[src/hdl/opbc_pkg.sv]
// opbc_pkg: shared types, constants and tick conversion helpers for the
// output pulse/blink controller. No dependencies; every other file in hdl/
// refers to it by scoped names.
package opbc_pkg;

    // default parameter values
    localparam int NUM_OUTPUTS_DEF = 16;
    localparam int TICK_MS_DEF     = 100;

    // field widths of the request and response payloads
    localparam int REQ_W     = 3;
    localparam int CHAN_W    = 4;
    localparam int PHASE_MS_W = 16;
    localparam int OPER_MS_W = 32;
    localparam int LEVELS_W  = 16;

    // per-line state widths
    localparam int MODE_W  = 2;
    localparam int PHASE_W = 10;
    localparam int OPER_W  = 26;

    // millisecond to tick converter: three lanes of 32-bit dividends
    localparam int DIV_W      = 32;
    localparam int DIV_LANES  = 3;
    localparam int LANE_OPER  = 0;
    localparam int LANE_HIGH  = 1;
    localparam int LANE_LOW   = 2;

    localparam int PHASE_MAX = (1 << PHASE_W) - 1;
    localparam int OPER_MAX  = (1 << OPER_W) - 1;
    localparam logic [DIV_W-1:0] PHASE_LIM = DIV_W'(PHASE_MAX);
    localparam logic [DIV_W-1:0] OPER_LIM  = DIV_W'(OPER_MAX);

    // request codes
    typedef logic [REQ_W-1:0] req_code_t;
    localparam req_code_t REQ_TICK   = 3'd0;
    localparam req_code_t REQ_SET    = 3'd1;
    localparam req_code_t REQ_TOGGLE = 3'd2;
    localparam req_code_t REQ_PULSE  = 3'd3;
    localparam req_code_t REQ_BLINK  = 3'd4;

    // line modes
    typedef logic [MODE_W-1:0] mode_t;
    localparam mode_t MODE_SET   = 2'd0;
    localparam mode_t MODE_PULSE = 2'd1;
    localparam mode_t MODE_BLINK = 2'd2;

    // timer memory entry
    typedef struct packed {
        mode_t               mode;
        logic [PHASE_W-1:0]  phase;
        logic [OPER_W-1:0]   oper;
    } timer_ent_t;

    // blink period memory entry
    typedef struct packed {
        logic [PHASE_W-1:0]  high_ticks;
        logic [PHASE_W-1:0]  low_ticks;
    } period_ent_t;

    typedef logic [DIV_LANES-1:0][DIV_W-1:0] div_lanes_t;

    // quotient plus one, saturated to the phase timer width
    function automatic logic [PHASE_W-1:0] phase_ticks(input logic [DIV_W-1:0] q);
        logic [PHASE_W-1:0] res;
        if (q >= PHASE_LIM)
            res = '1;
        else
            res = q[PHASE_W-1:0] + PHASE_W'(1);
        return res;
    endfunction

    // quotient plus one, saturated to the operation timer width
    function automatic logic [OPER_W-1:0] oper_ticks(input logic [DIV_W-1:0] q);
        logic [OPER_W-1:0] res;
        if (q >= OPER_LIM)
            res = '1;
        else
            res = q[OPER_W-1:0] + OPER_W'(1);
        return res;
    endfunction

endpackage

[src/hdl/opbc_if.sv]
// opbc_if: valid/ready channel interfaces for the request and response
// sides of the output pulse/blink controller. Depends on opbc_pkg.
interface opbc_req_if;
    logic                              valid;
    logic                              ready;
    logic [opbc_pkg::REQ_W-1:0]        req_type;
    logic [opbc_pkg::CHAN_W-1:0]       channel;
    logic                              level;
    logic [opbc_pkg::PHASE_MS_W-1:0]   high_ms;
    logic [opbc_pkg::PHASE_MS_W-1:0]   low_ms;
    logic [opbc_pkg::OPER_MS_W-1:0]    oper_ms;

    modport source (output valid, req_type, channel, level, high_ms, low_ms, oper_ms,
                    input ready);
    modport sink   (input valid, req_type, channel, level, high_ms, low_ms, oper_ms,
                    output ready);
endinterface

interface opbc_rsp_if;
    logic                              valid;
    logic                              ready;
    logic [opbc_pkg::LEVELS_W-1:0]     levels;

    modport source (output valid, levels, input ready);
    modport sink   (input valid, levels, output ready);
endinterface

[src/hdl/output_pulse_blink_controller_core.sv]
// output_pulse_blink_controller_core: top level of the output pulse/blink
// controller. Depends on opbc_pkg, opbc_if, opbc_divider, opbc_state_mem
// and opbc_tick_logic.
//
//   channel | dir | handshake   | payload
//   --------+-----+-------------+------------------------------------------
//   req     | in  | valid/ready | req_type, channel, level, high_ms,
//           |     |             | low_ms, oper_ms
//   rsp     | out | valid/ready | levels
//
// One request at a time. A tick walks the timer memory one line per cycle,
// read then write back; pulse and blink wait in ST_DIV for the ms-to-tick
// multiply, then go through ST_EXEC; set and toggle go through ST_EXEC only;
// unknown or out-of-range requests go from ST_IDLE straight to ST_DONE.
// Reset clears the line levels and the memory valid bits at once.
// A stalled response holds in the output register; the next request is
// taken meanwhile and its result waits until the register frees.
module output_pulse_blink_controller_core #(
    parameter int NUM_OUTPUTS = opbc_pkg::NUM_OUTPUTS_DEF,
    parameter int TICK_MS     = opbc_pkg::TICK_MS_DEF
) (
    input  logic         clk,
    input  logic         rst_n,
    opbc_req_if.sink     req,
    opbc_rsp_if.source   rsp
);

    localparam int AW    = (NUM_OUTPUTS > 1) ? $clog2(NUM_OUTPUTS) : 1;
    localparam int CW    = $clog2(NUM_OUTPUTS + 1);
    localparam int PAD_W = (NUM_OUTPUTS > opbc_pkg::LEVELS_W) ? NUM_OUTPUTS
                                                             : opbc_pkg::LEVELS_W;
    localparam logic [CW-1:0] SCAN_END = CW'(NUM_OUTPUTS);

    // controller states
    localparam logic [2:0] ST_IDLE = 3'd0;
    localparam logic [2:0] ST_DIV  = 3'd1;
    localparam logic [2:0] ST_EXEC = 3'd2;
    localparam logic [2:0] ST_TICK = 3'd3;
    localparam logic [2:0] ST_DONE = 3'd4;

    logic [2:0]                   state_reg;
    logic [2:0]                   state_next;
    opbc_pkg::req_code_t          rtype_reg;
    logic [AW-1:0]                chan_reg;
    logic                         lvl_reg;
    logic                         op_zero_reg;
    logic [NUM_OUTPUTS-1:0]       line_level_reg;
    logic [NUM_OUTPUTS-1:0]       line_level_next;
    logic [CW-1:0]                rd_cnt_reg;
    logic                         rd_pend_reg;
    logic [AW-1:0]                wb_addr_reg;
    logic                         out_valid_reg;
    logic [opbc_pkg::LEVELS_W-1:0] levels_reg;

    logic                         accept;
    logic                         in_range;
    logic                         div_start;
    logic                         div_done;
    opbc_pkg::div_lanes_t         div_dvd;
    opbc_pkg::div_lanes_t         div_q;
    logic                         rd_en;
    logic                         out_free;
    logic [AW-1:0]                wr_addr;
    logic                         tm_we;
    logic                         pd_we;
    opbc_pkg::timer_ent_t         tm_wdata;
    opbc_pkg::period_ent_t        pd_wdata;
    opbc_pkg::timer_ent_t         rd_timer;
    opbc_pkg::period_ent_t        rd_period;
    opbc_pkg::timer_ent_t         tick_timer;
    logic                         tick_lvl;
    logic [PAD_W-1:0]             lvl_pad;

    // request acceptance
    assign req.ready = (state_reg == ST_IDLE);
    assign accept    = req.valid && req.ready;
    assign in_range  = int'(req.channel) < NUM_OUTPUTS;
    assign div_start = accept && in_range &&
                       ((req.req_type == opbc_pkg::REQ_PULSE) ||
                        (req.req_type == opbc_pkg::REQ_BLINK));
    assign out_free  = !out_valid_reg || rsp.ready;

    // millisecond to tick conversion lanes
    always_comb
    begin
        div_dvd                     = '0;
        div_dvd[opbc_pkg::LANE_OPER] = req.oper_ms;
        div_dvd[opbc_pkg::LANE_HIGH] = opbc_pkg::DIV_W'(req.high_ms);
        div_dvd[opbc_pkg::LANE_LOW]  = opbc_pkg::DIV_W'(req.low_ms);
    end

    opbc_divider #(
        .TICK_MS (TICK_MS)
    ) u_divider (
        .clk      (clk),
        .rst_n    (rst_n),
        .start    (div_start),
        .dividend (div_dvd),
        .quotient (div_q),
        .done     (div_done)
    );

    // next controller state
    always_comb
    begin
        state_next = state_reg;
        case (state_reg)
            ST_IDLE:
            begin
                if (accept)
                begin
                    case (req.req_type)
                        opbc_pkg::REQ_TICK:   state_next = ST_TICK;
                        opbc_pkg::REQ_SET,
                        opbc_pkg::REQ_TOGGLE: state_next = in_range ? ST_EXEC : ST_DONE;
                        opbc_pkg::REQ_PULSE,
                        opbc_pkg::REQ_BLINK:  state_next = in_range ? ST_DIV : ST_DONE;
                        default:              state_next = ST_DONE;
                    endcase
                end
            end
            ST_DIV:
            begin
                if (div_done)
                    state_next = ST_EXEC;
            end
            ST_EXEC:
                state_next = ST_DONE;
            ST_TICK:
            begin
                if ((rd_cnt_reg == SCAN_END) && !rd_pend_reg)
                    state_next = ST_DONE;
            end
            ST_DONE:
            begin
                if (out_free)
                    state_next = ST_IDLE;
            end
            default:
                state_next = ST_IDLE;
        endcase
    end

    // scan read issue
    assign rd_en = (state_reg == ST_TICK) && (rd_cnt_reg != SCAN_END);

    opbc_state_mem #(
        .DEPTH (NUM_OUTPUTS),
        .AW    (AW)
    ) u_state_mem (
        .clk       (clk),
        .rst_n     (rst_n),
        .rd_en     (rd_en),
        .rd_addr   (rd_cnt_reg[AW-1:0]),
        .rd_timer  (rd_timer),
        .rd_period (rd_period),
        .wr_addr   (wr_addr),
        .tm_we     (tm_we),
        .tm_wdata  (tm_wdata),
        .pd_we     (pd_we),
        .pd_wdata  (pd_wdata)
    );

    opbc_tick_logic u_tick_logic (
        .cur     (rd_timer),
        .per     (rd_period),
        .lvl_in  (line_level_reg[wb_addr_reg]),
        .nxt     (tick_timer),
        .lvl_out (tick_lvl)
    );

    // memory writes and line level updates
    always_comb
    begin
        wr_addr         = chan_reg;
        tm_we           = 1'b0;
        pd_we           = 1'b0;
        tm_wdata        = '0;
        pd_wdata        = '0;
        line_level_next = line_level_reg;
        if ((state_reg == ST_TICK) && rd_pend_reg)
        begin
            wr_addr                      = wb_addr_reg;
            tm_we                        = 1'b1;
            tm_wdata                     = tick_timer;
            line_level_next[wb_addr_reg] = tick_lvl;
        end
        else if (state_reg == ST_EXEC)
        begin
            case (rtype_reg)
                opbc_pkg::REQ_SET:
                begin
                    tm_we                     = 1'b1;
                    tm_wdata.mode             = opbc_pkg::MODE_SET;
                    line_level_next[chan_reg] = lvl_reg;
                end
                opbc_pkg::REQ_TOGGLE:
                begin
                    tm_we                     = 1'b1;
                    tm_wdata.mode             = opbc_pkg::MODE_SET;
                    line_level_next[chan_reg] = ~line_level_reg[chan_reg];
                end
                opbc_pkg::REQ_PULSE:
                begin
                    tm_we                     = 1'b1;
                    tm_wdata.mode             = opbc_pkg::MODE_PULSE;
                    tm_wdata.oper = opbc_pkg::oper_ticks(div_q[opbc_pkg::LANE_OPER]);
                    line_level_next[chan_reg] = lvl_reg;
                end
                opbc_pkg::REQ_BLINK:
                begin
                    tm_we                     = 1'b1;
                    pd_we                     = 1'b1;
                    tm_wdata.mode             = opbc_pkg::MODE_BLINK;
                    tm_wdata.phase = opbc_pkg::phase_ticks(div_q[opbc_pkg::LANE_HIGH]);
                    tm_wdata.oper  = op_zero_reg ? '0 :
                                     opbc_pkg::oper_ticks(div_q[opbc_pkg::LANE_OPER]);
                    pd_wdata.high_ticks = opbc_pkg::phase_ticks(div_q[opbc_pkg::LANE_HIGH]);
                    pd_wdata.low_ticks  = opbc_pkg::phase_ticks(div_q[opbc_pkg::LANE_LOW]);
                    line_level_next[chan_reg] = 1'b1;
                end
                default:
                begin
                    tm_we = 1'b0;
                end
            endcase
        end
    end

    // control registers
    always_ff @(posedge clk or negedge rst_n)
    begin
        if (!rst_n)
        begin
            state_reg      <= ST_IDLE;
            line_level_reg <= '0;
            rd_cnt_reg     <= '0;
            rd_pend_reg    <= 1'b0;
            out_valid_reg  <= 1'b0;
        end
        else
        begin
            state_reg      <= state_next;
            line_level_reg <= line_level_next;
            rd_pend_reg    <= rd_en;
            if (accept)
                rd_cnt_reg <= '0;
            else if (rd_en)
                rd_cnt_reg <= rd_cnt_reg + CW'(1);
            if ((state_reg == ST_DONE) && out_free)
                out_valid_reg <= 1'b1;
            else if (rsp.ready)
                out_valid_reg <= 1'b0;
        end
    end

    // captured request fields, scan write-back address, result payload
    always_ff @(posedge clk)
    begin
        if (accept)
        begin
            rtype_reg   <= req.req_type;
            chan_reg    <= AW'(req.channel);
            lvl_reg     <= req.level;
            op_zero_reg <= (req.oper_ms == '0);
        end
        if (rd_en)
            wb_addr_reg <= rd_cnt_reg[AW-1:0];
        if ((state_reg == ST_DONE) && out_free)
            levels_reg <= lvl_pad[opbc_pkg::LEVELS_W-1:0];
    end

    assign lvl_pad    = PAD_W'(line_level_reg);
    assign rsp.valid  = out_valid_reg;
    assign rsp.levels = levels_reg;

endmodule

[src/hdl/opbc_divider.sv]
// opbc_divider: three-lane divide by the constant tick length, a reciprocal
// multiply split into low and high dividend halves, low half first.
// Depends on opbc_pkg.
module opbc_divider #(
    parameter int TICK_MS = opbc_pkg::TICK_MS_DEF
) (
    input  logic                 clk,
    input  logic                 rst_n,
    input  logic                 start,
    input  opbc_pkg::div_lanes_t dividend,
    output opbc_pkg::div_lanes_t quotient,
    output logic                 done
);

    localparam int HALF_W = opbc_pkg::DIV_W / 2;
    localparam int MUL_W  = opbc_pkg::DIV_W + 1;
    localparam int PROD_W = HALF_W + MUL_W;
    localparam int SUM_W  = opbc_pkg::DIV_W + MUL_W;
    localparam int SHIFT  = opbc_pkg::DIV_W + $clog2(TICK_MS);
    // reciprocal rounded up, exact quotient for every 32-bit dividend
    localparam logic [63:0] RECIP_FULL =
        ((64'd1 << SHIFT) + 64'(TICK_MS) - 64'd1) / 64'(TICK_MS);
    localparam logic [MUL_W-1:0] RECIP = MUL_W'(RECIP_FULL);

    opbc_pkg::div_lanes_t                        dvd_reg;
    logic [opbc_pkg::DIV_LANES-1:0][PROD_W-1:0] plo_reg;
    logic [opbc_pkg::DIV_LANES-1:0][PROD_W-1:0] plo_next;
    logic [opbc_pkg::DIV_LANES-1:0][SUM_W-1:0]  sum;
    opbc_pkg::div_lanes_t                        q_reg;
    opbc_pkg::div_lanes_t                        q_next;
    logic                                        lo_step_reg;
    logic                                        hi_step_reg;
    logic                                        done_reg;

    // low half product, then high half product plus the low one
    always_comb
    begin
        for (int l = 0; l < opbc_pkg::DIV_LANES; l++)
        begin
            plo_next[l] = PROD_W'(dvd_reg[l][HALF_W-1:0]) * PROD_W'(RECIP);
            sum[l]      = {PROD_W'(dvd_reg[l][opbc_pkg::DIV_W-1:HALF_W]) * PROD_W'(RECIP),
                           HALF_W'(0)} + SUM_W'(plo_reg[l]);
            q_next[l]   = opbc_pkg::DIV_W'(sum[l] >> SHIFT);
        end
    end

    // step sequence: start, low step, high step, then done
    always_ff @(posedge clk or negedge rst_n)
    begin
        if (!rst_n)
        begin
            lo_step_reg <= 1'b0;
            hi_step_reg <= 1'b0;
            done_reg    <= 1'b0;
        end
        else
        begin
            lo_step_reg <= start;
            hi_step_reg <= lo_step_reg;
            done_reg    <= hi_step_reg;
        end
    end

    // dividend, partial product and quotient registers
    always_ff @(posedge clk)
    begin
        if (start)
            dvd_reg <= dividend;
        if (lo_step_reg)
            plo_reg <= plo_next;
        if (hi_step_reg)
            q_reg <= q_next;
    end

    assign quotient = q_reg;
    assign done     = done_reg;

endmodule

[src/hdl/opbc_state_mem.sv]
// opbc_state_mem: per-line timer and blink period memories, registered
// read, with per-entry valid bits so unwritten entries read zero.
// Depends on opbc_pkg.
module opbc_state_mem #(
    parameter int DEPTH = opbc_pkg::NUM_OUTPUTS_DEF,
    parameter int AW    = 4
) (
    input  logic                  clk,
    input  logic                  rst_n,
    input  logic                  rd_en,
    input  logic [AW-1:0]         rd_addr,
    output opbc_pkg::timer_ent_t  rd_timer,
    output opbc_pkg::period_ent_t rd_period,
    input  logic [AW-1:0]         wr_addr,
    input  logic                  tm_we,
    input  opbc_pkg::timer_ent_t  tm_wdata,
    input  logic                  pd_we,
    input  opbc_pkg::period_ent_t pd_wdata
);

    opbc_pkg::timer_ent_t  tmem [DEPTH];
    opbc_pkg::period_ent_t pmem [DEPTH];
    logic [DEPTH-1:0]      tvld_reg;
    logic [DEPTH-1:0]      pvld_reg;
    opbc_pkg::timer_ent_t  tq_reg;
    opbc_pkg::period_ent_t pq_reg;
    logic                  tq_vld_reg;
    logic                  pq_vld_reg;

    // memory arrays: write port and registered read port
    always_ff @(posedge clk)
    begin
        if (tm_we)
            tmem[wr_addr] <= tm_wdata;
        if (pd_we)
            pmem[wr_addr] <= pd_wdata;
        if (rd_en)
        begin
            tq_reg <= tmem[rd_addr];
            pq_reg <= pmem[rd_addr];
        end
    end

    // entry valid bits, cleared at reset
    always_ff @(posedge clk or negedge rst_n)
    begin
        if (!rst_n)
        begin
            tvld_reg   <= '0;
            pvld_reg   <= '0;
            tq_vld_reg <= 1'b0;
            pq_vld_reg <= 1'b0;
        end
        else
        begin
            if (tm_we)
                tvld_reg[wr_addr] <= 1'b1;
            if (pd_we)
                pvld_reg[wr_addr] <= 1'b1;
            if (rd_en)
            begin
                tq_vld_reg <= tvld_reg[rd_addr];
                pq_vld_reg <= pvld_reg[rd_addr];
            end
        end
    end

    // an entry never written reads as its reset value
    assign rd_timer  = tq_vld_reg ? tq_reg : '0;
    assign rd_period = pq_vld_reg ? pq_reg : '0;

endmodule

[src/hdl/opbc_tick_logic.sv]
// opbc_tick_logic: next state of one line on a tick (decrement, phase
// expiry, operation expiry). Depends on opbc_pkg.
module opbc_tick_logic (
    input  opbc_pkg::timer_ent_t  cur,
    input  opbc_pkg::period_ent_t per,
    input  logic                  lvl_in,
    output opbc_pkg::timer_ent_t  nxt,
    output logic                  lvl_out
);

    logic [opbc_pkg::PHASE_W-1:0] ph_dec;
    logic [opbc_pkg::OPER_W-1:0]  op_dec;

    // timers above one count down
    always_comb
    begin
        ph_dec = (cur.phase > opbc_pkg::PHASE_W'(1)) ? cur.phase - opbc_pkg::PHASE_W'(1)
                                                      : cur.phase;
        op_dec = (cur.oper > opbc_pkg::OPER_W'(1)) ? cur.oper - opbc_pkg::OPER_W'(1)
                                                    : cur.oper;
    end

    // phase expiry first, then operation expiry
    always_comb
    begin
        nxt     = cur;
        nxt.phase = ph_dec;
        nxt.oper  = op_dec;
        lvl_out = lvl_in;
        if ((ph_dec == opbc_pkg::PHASE_W'(1)) && (cur.mode == opbc_pkg::MODE_BLINK))
        begin
            nxt.phase = lvl_in ? per.low_ticks : per.high_ticks;
            lvl_out   = ~lvl_in;
        end
        if (op_dec == opbc_pkg::OPER_W'(1))
        begin
            lvl_out   = ~lvl_out;
            nxt.phase = '0;
            nxt.oper  = '0;
            nxt.mode  = opbc_pkg::MODE_SET;
        end
    end

endmodule

[src/flat_wrapper.sv]
// flat-port wrapper written by rule: the top's interface ports become plain ports
module output_pulse_blink_controller_core_flat 
#(
    parameter int NUM_OUTPUTS = opbc_pkg::NUM_OUTPUTS_DEF,
    parameter int TICK_MS     = opbc_pkg::TICK_MS_DEF
)
  (clk, rst_n, req_valid, req_req_type, req_channel, req_level, req_high_ms, req_low_ms, req_oper_ms, req_ready, rsp_valid, rsp_levels, rsp_ready);
  opbc_req_if req_i ();
  opbc_rsp_if rsp_i ();
  input  logic clk;
  input  logic rst_n;
  input wire logic [$bits(req_i.valid)-1:0] req_valid;
  input wire logic [$bits(req_i.req_type)-1:0] req_req_type;
  input wire logic [$bits(req_i.channel)-1:0] req_channel;
  input wire logic [$bits(req_i.level)-1:0] req_level;
  input wire logic [$bits(req_i.high_ms)-1:0] req_high_ms;
  input wire logic [$bits(req_i.low_ms)-1:0] req_low_ms;
  input wire logic [$bits(req_i.oper_ms)-1:0] req_oper_ms;
  output wire logic [$bits(req_i.ready)-1:0] req_ready;
  output wire logic [$bits(rsp_i.valid)-1:0] rsp_valid;
  output wire logic [$bits(rsp_i.levels)-1:0] rsp_levels;
  input wire logic [$bits(rsp_i.ready)-1:0] rsp_ready;
  assign req_i.valid = req_valid;
  assign req_i.req_type = req_req_type;
  assign req_i.channel = req_channel;
  assign req_i.level = req_level;
  assign req_i.high_ms = req_high_ms;
  assign req_i.low_ms = req_low_ms;
  assign req_i.oper_ms = req_oper_ms;
  assign req_ready = req_i.ready;
  assign rsp_valid = rsp_i.valid;
  assign rsp_levels = rsp_i.levels;
  assign rsp_i.ready = rsp_ready;
  output_pulse_blink_controller_core #(.NUM_OUTPUTS(NUM_OUTPUTS), .TICK_MS(TICK_MS)) u_core (.clk(clk), .rst_n(rst_n), .req(req_i), .rsp(rsp_i));
endmodule
[config.mk]
export PLATFORM = sky130hd
export DESIGN_NAME = output_pulse_blink_controller_core_flat
export DESIGN_NICKNAME = d
export VERILOG_FILES = /design/src/hdl/opbc_pkg.sv /design/src/hdl/opbc_if.sv /design/src/hdl/output_pulse_blink_controller_core.sv /design/src/hdl/opbc_divider.sv /design/src/hdl/opbc_state_mem.sv /design/src/hdl/opbc_tick_logic.sv /design/src/flat_wrapper.sv
export SDC_FILE = /design/constraint.sdc
export NUM_CORES = 2
export LEC_CHECK = 0
export ABC_CLOCK_PERIOD_IN_PS = 11100
export BUFFER_PORTS_ARGS = -buffer_cell sky130_fd_sc_hd__clkbuf_2
export CAP_MARGIN = 20
export CORE_ASPECT_RATIO = 1.25
export CORE_MARGIN = 3
export CORE_UTILIZATION = 30
export DETAILED_ROUTE_END_ITERATION = 10
export GPL_TIMING_DRIVEN = 0
export SETUP_SLACK_MARGIN = 0.3
export SLEW_MARGIN = 25
export SYNTH_ARGS = -nofsm -noshare
export SYNTH_HDL_FRONTEND = slang
export SYNTH_SLANG_ARGS = --single-unit
[constraint.sdc]
create_clock -name clk -period 11.1 [get_ports clk]
set_input_delay 2.22 -clock clk [delete_from_list [all_inputs] [get_ports clk]]
set_output_delay 2.22 -clock clk [all_outputs]
set_load 0.02 [all_outputs]
==> flow_metrics.env <==
export IMPL_cts_buffer_depth=3
export IMPL_synth_seq_cells=1241
export IMPL_gp_congestion=0.922
export IMPL_drv_cap=0
export IMPL_avgSynthCellArea_um2=14.1
export IMPL_row_count=211
export IMPL_post_cts_buffers=0
export IMPL_syn_num_nets=7150
export IMPL_routed_wl_um=205000
export IMPL_numCtsBuffers=115
export IMPL_synth_async_reset_ratio_pct=5.08
export IMPL_synthTopCellsByArea="edfxtp_1 (44%), fa_1 (16%), ha_1 (12%)"
export IMPL_worst_pin_slew_ns=1.10
export IMPL_seq_area_mm2=0.0370
export IMPL_status="complete, no violations"
export IMPL_coreArea_mm2=0.265
export IMPL_report_final_slew_viol_count=0
export IMPL_hold_viol=0
export IMPL_dieArea_mm2=0.273
export IMPL_final_nets=7429
export IMPL_cts_tree="built"
export IMPL_startpoint_type="flop"
export IMPL_hold_buffers=0
export IMPL_synth_ff_type="edfxtp_1"
export IMPL_syn_area_mm2=0.0801
export IMPL_synth_top_area_share_pct=44.2
export IMPL_crit_start="u_core.u_divider.dvd_reg[23]"
export IMPL_cts_num_sinks=1241
export IMPL_drive_above_1_share_pct=14.0
export IMPL_rr_endpoint="u_core.u_divider.quotient[25]"
export IMPL_required_ns=11.54
export IMPL_r2r_cells=30
export IMPL_start_util_pct=30.2
export IMPL_fin_crit_sh_pct=83.6
export IMPL_timing_fmax_mhz=108
export IMPL_layout_setup_ws_ns=1.83
export IMPL_rsz0062_at_grt="false"
export IMPL_io_buffers=93
export IMPL_cpPeakStageDelay_ns=0.71
export IMPL_largest_reg_flops=608
export IMPL_fin_cells=9570
export IMPL_grt_pass1_vias=50700
export IMPL_syn_instance_count=5680
export IMPL_reg2reg_from="u_core.u_divider.dvd_reg[23]"
export IMPL_antenna_found_initial=10
export IMPL_nFillCells=25600
export IMPL_dr_pass1_iters=7
export IMPL_multi_input_area_mm2=0.0393
export IMPL_globalRouteOverflowTotal=0
export IMPL_whs_path_depth=0
export IMPL_root_buffer="clkbuf_16"
export IMPL_setup_viol=0
export IMPL_post_synth_top_area_cell="edfxtp_1"
export IMPL_die_w_um=468
export IMPL_route_detailed_wl_per_inst_um=21.4
export IMPL_vias_per_cell=4.88
export IMPL_post_place_ws_ns=1.88
export IMPL_worstSetupEndpoint="u_core.u_divider.quotient[25]"
export IMPL_antenna_left=0
export IMPL_synth_common_cells="edfxtp_1 (1178), inv_1 (1017), ha_1 (766), fa_1 (628), mux4_2 (310)"
export IMPL_clk_latency_ns=0.77
export IMPL_yosysWarningCount=0
export IMPL_synth_edff_count=1178
export IMPL_initialDrtViolationCount=3311
export IMPL_r2r_setup_slack_ns=1.83
export IMPL_critPathArrivalTime_ns=9.72
export IMPL_area_growth_pct=13.7
export IMPL_grt_max_degree=47
export IMPL_post_cts_resized=0
export IMPL_yosysMostFrequentCell="edfxtp_1"
export IMPL_slowest_stage="fa_1"
export IMPL_grt_total_usage_pct=15.0
export IMPL_hp_class="reg -> reg"
export IMPL_drc_errors=0
export IMPL_crit_fanout=7
export IMPL_cp_end_kind="flop"
export IMPL_dp_hpwl_um=159000
export IMPL_clk_pin_slew_ns=0.07
export IMPL_io_pins=94
export IMPL_min_period_ns=9.27
export IMPL_die_h_um=584
export IMPL_skew_ns=0.0663
export IMPL_max_slew_margin_pct=26.6
export IMPL_path_class="reg -> reg"
export IMPL_grt_first_pass_wirelength_um=312000
export IMPL_synth_distinct_cells=80
export IMPL_place_inst=9355
export IMPL_num_vias=46700
export IMPL_ys_seq_area_share_pct=46.1
export IMPL_cts_max_level=3
export IMPL_critical_path_most_common_cell="fa_1"
[per-stage QoR]
stage	hold slack [ns]	TNS, ns	util [%]	area, um2
global route	0.427	0	34.4	91100
detailed placement	0.405	0	32.8	87000
global placement	0.401	-196.70	32.0	84900
finish	0.421	0	34.4	91100
CTS	0.423	0	34.3	90900
floorplan	0.400	0	-	80100
[layout by cell type, fill, tap and decap left out, drive strengths merged, types with 10 or more instances in the layout]
cell      count
edfxtp     1178
inv        1028
ha          766
fa          628
clkbuf      331
mux4        310
nor2        222
a21oi       183
nand2       151
a21o        120
o21ai       114
xnor2       103
buf         102
nand3        72
dfrtp        63
xor2         57
or2          52
nor3         38
nand4        37
a31oi        37
clkinv       37
o22ai        36
and3         33
o21a         28
nor4         24
nand2b       18
nor2b        18
o31ai        16
o211ai       15
a211oi       15
o21bai       15
mux2i        13
clkinvlp     13
bufinv       12
and2         11
or3          10
[logic make-up (layout without fill, tap and decap cells)]
logic type | after synthesis | count (layout) | synth area share [%]
flip-flops | 1241 | 1241 | 46.1
XOR/XNOR | 161 | 161 | 1.79
buffers and inverters | 1148 | 1523 | 5.40
AND/OR/NAND/NOR | 731 | 731 | 4.58
adder cells (fa/ha/maj) | 1394 | 1394 | 27.7
other | 0 | 1 | 0
multiplexers | 328 | 328 | 8.95
AO/OA/AOI/OAI | 677 | 677 | 5.48
[metal layers]
layer	share of wire, %	track usage [%]	up-vias
met1	39	18.1	24300
met3	4.1	1.61	332
met2	53	27.7	1182
met5	0.013	0	-
li1	-	-	20900
met4	3.6	4.97	4
[worst max-delay path, delay by kind of cell (launching register included)]
family,cells,cell delay (ns)
XOR/XNOR,2,0.43
AO/OA/AOI/OAI,8,1.88
buffers and inverters,3,0.48
adder cells (fa/ha/maj),8,3.69
flip-flops,1,0.64
AND/OR/NAND/NOR,9,1.87
[area by class of cell]
type                    count  area share (%)
multi-input cells        3291            43.2
inverters                1019            4.20
repair buffers            162            2.29
flip-flops and latches   1241            40.6
clock buffers             142            3.35
clock inverters            71           0.962
well taps                3514            4.83
plain buffers             129           0.592
diodes                      1         0.00275
[how the worst min path moves through the flow]
stage	startpoint	endpoint
2_1_floorplan	u_core.u_divider.plo_reg[88]	u_core.u_divider.quotient[32]
3_5_place_dp	u_core.u_divider.plo_reg[139]	u_core.u_divider.quotient[66]
4_1_cts	u_core.u_divider.plo_reg[145]	u_core.u_divider.quotient[72]
5_1_grt	u_core.u_divider.plo_reg[140]	u_core.u_divider.quotient[67]
3_3_place_gp	u_core.u_divider.plo_reg[143]	u_core.u_divider.quotient[70]
6_report	u_core.u_divider.plo_reg[145]	u_core.u_divider.quotient[72]
Power is not shown: default switching activity piles up to over one toggle a cycle in this logic, so the estimate is an artifact.
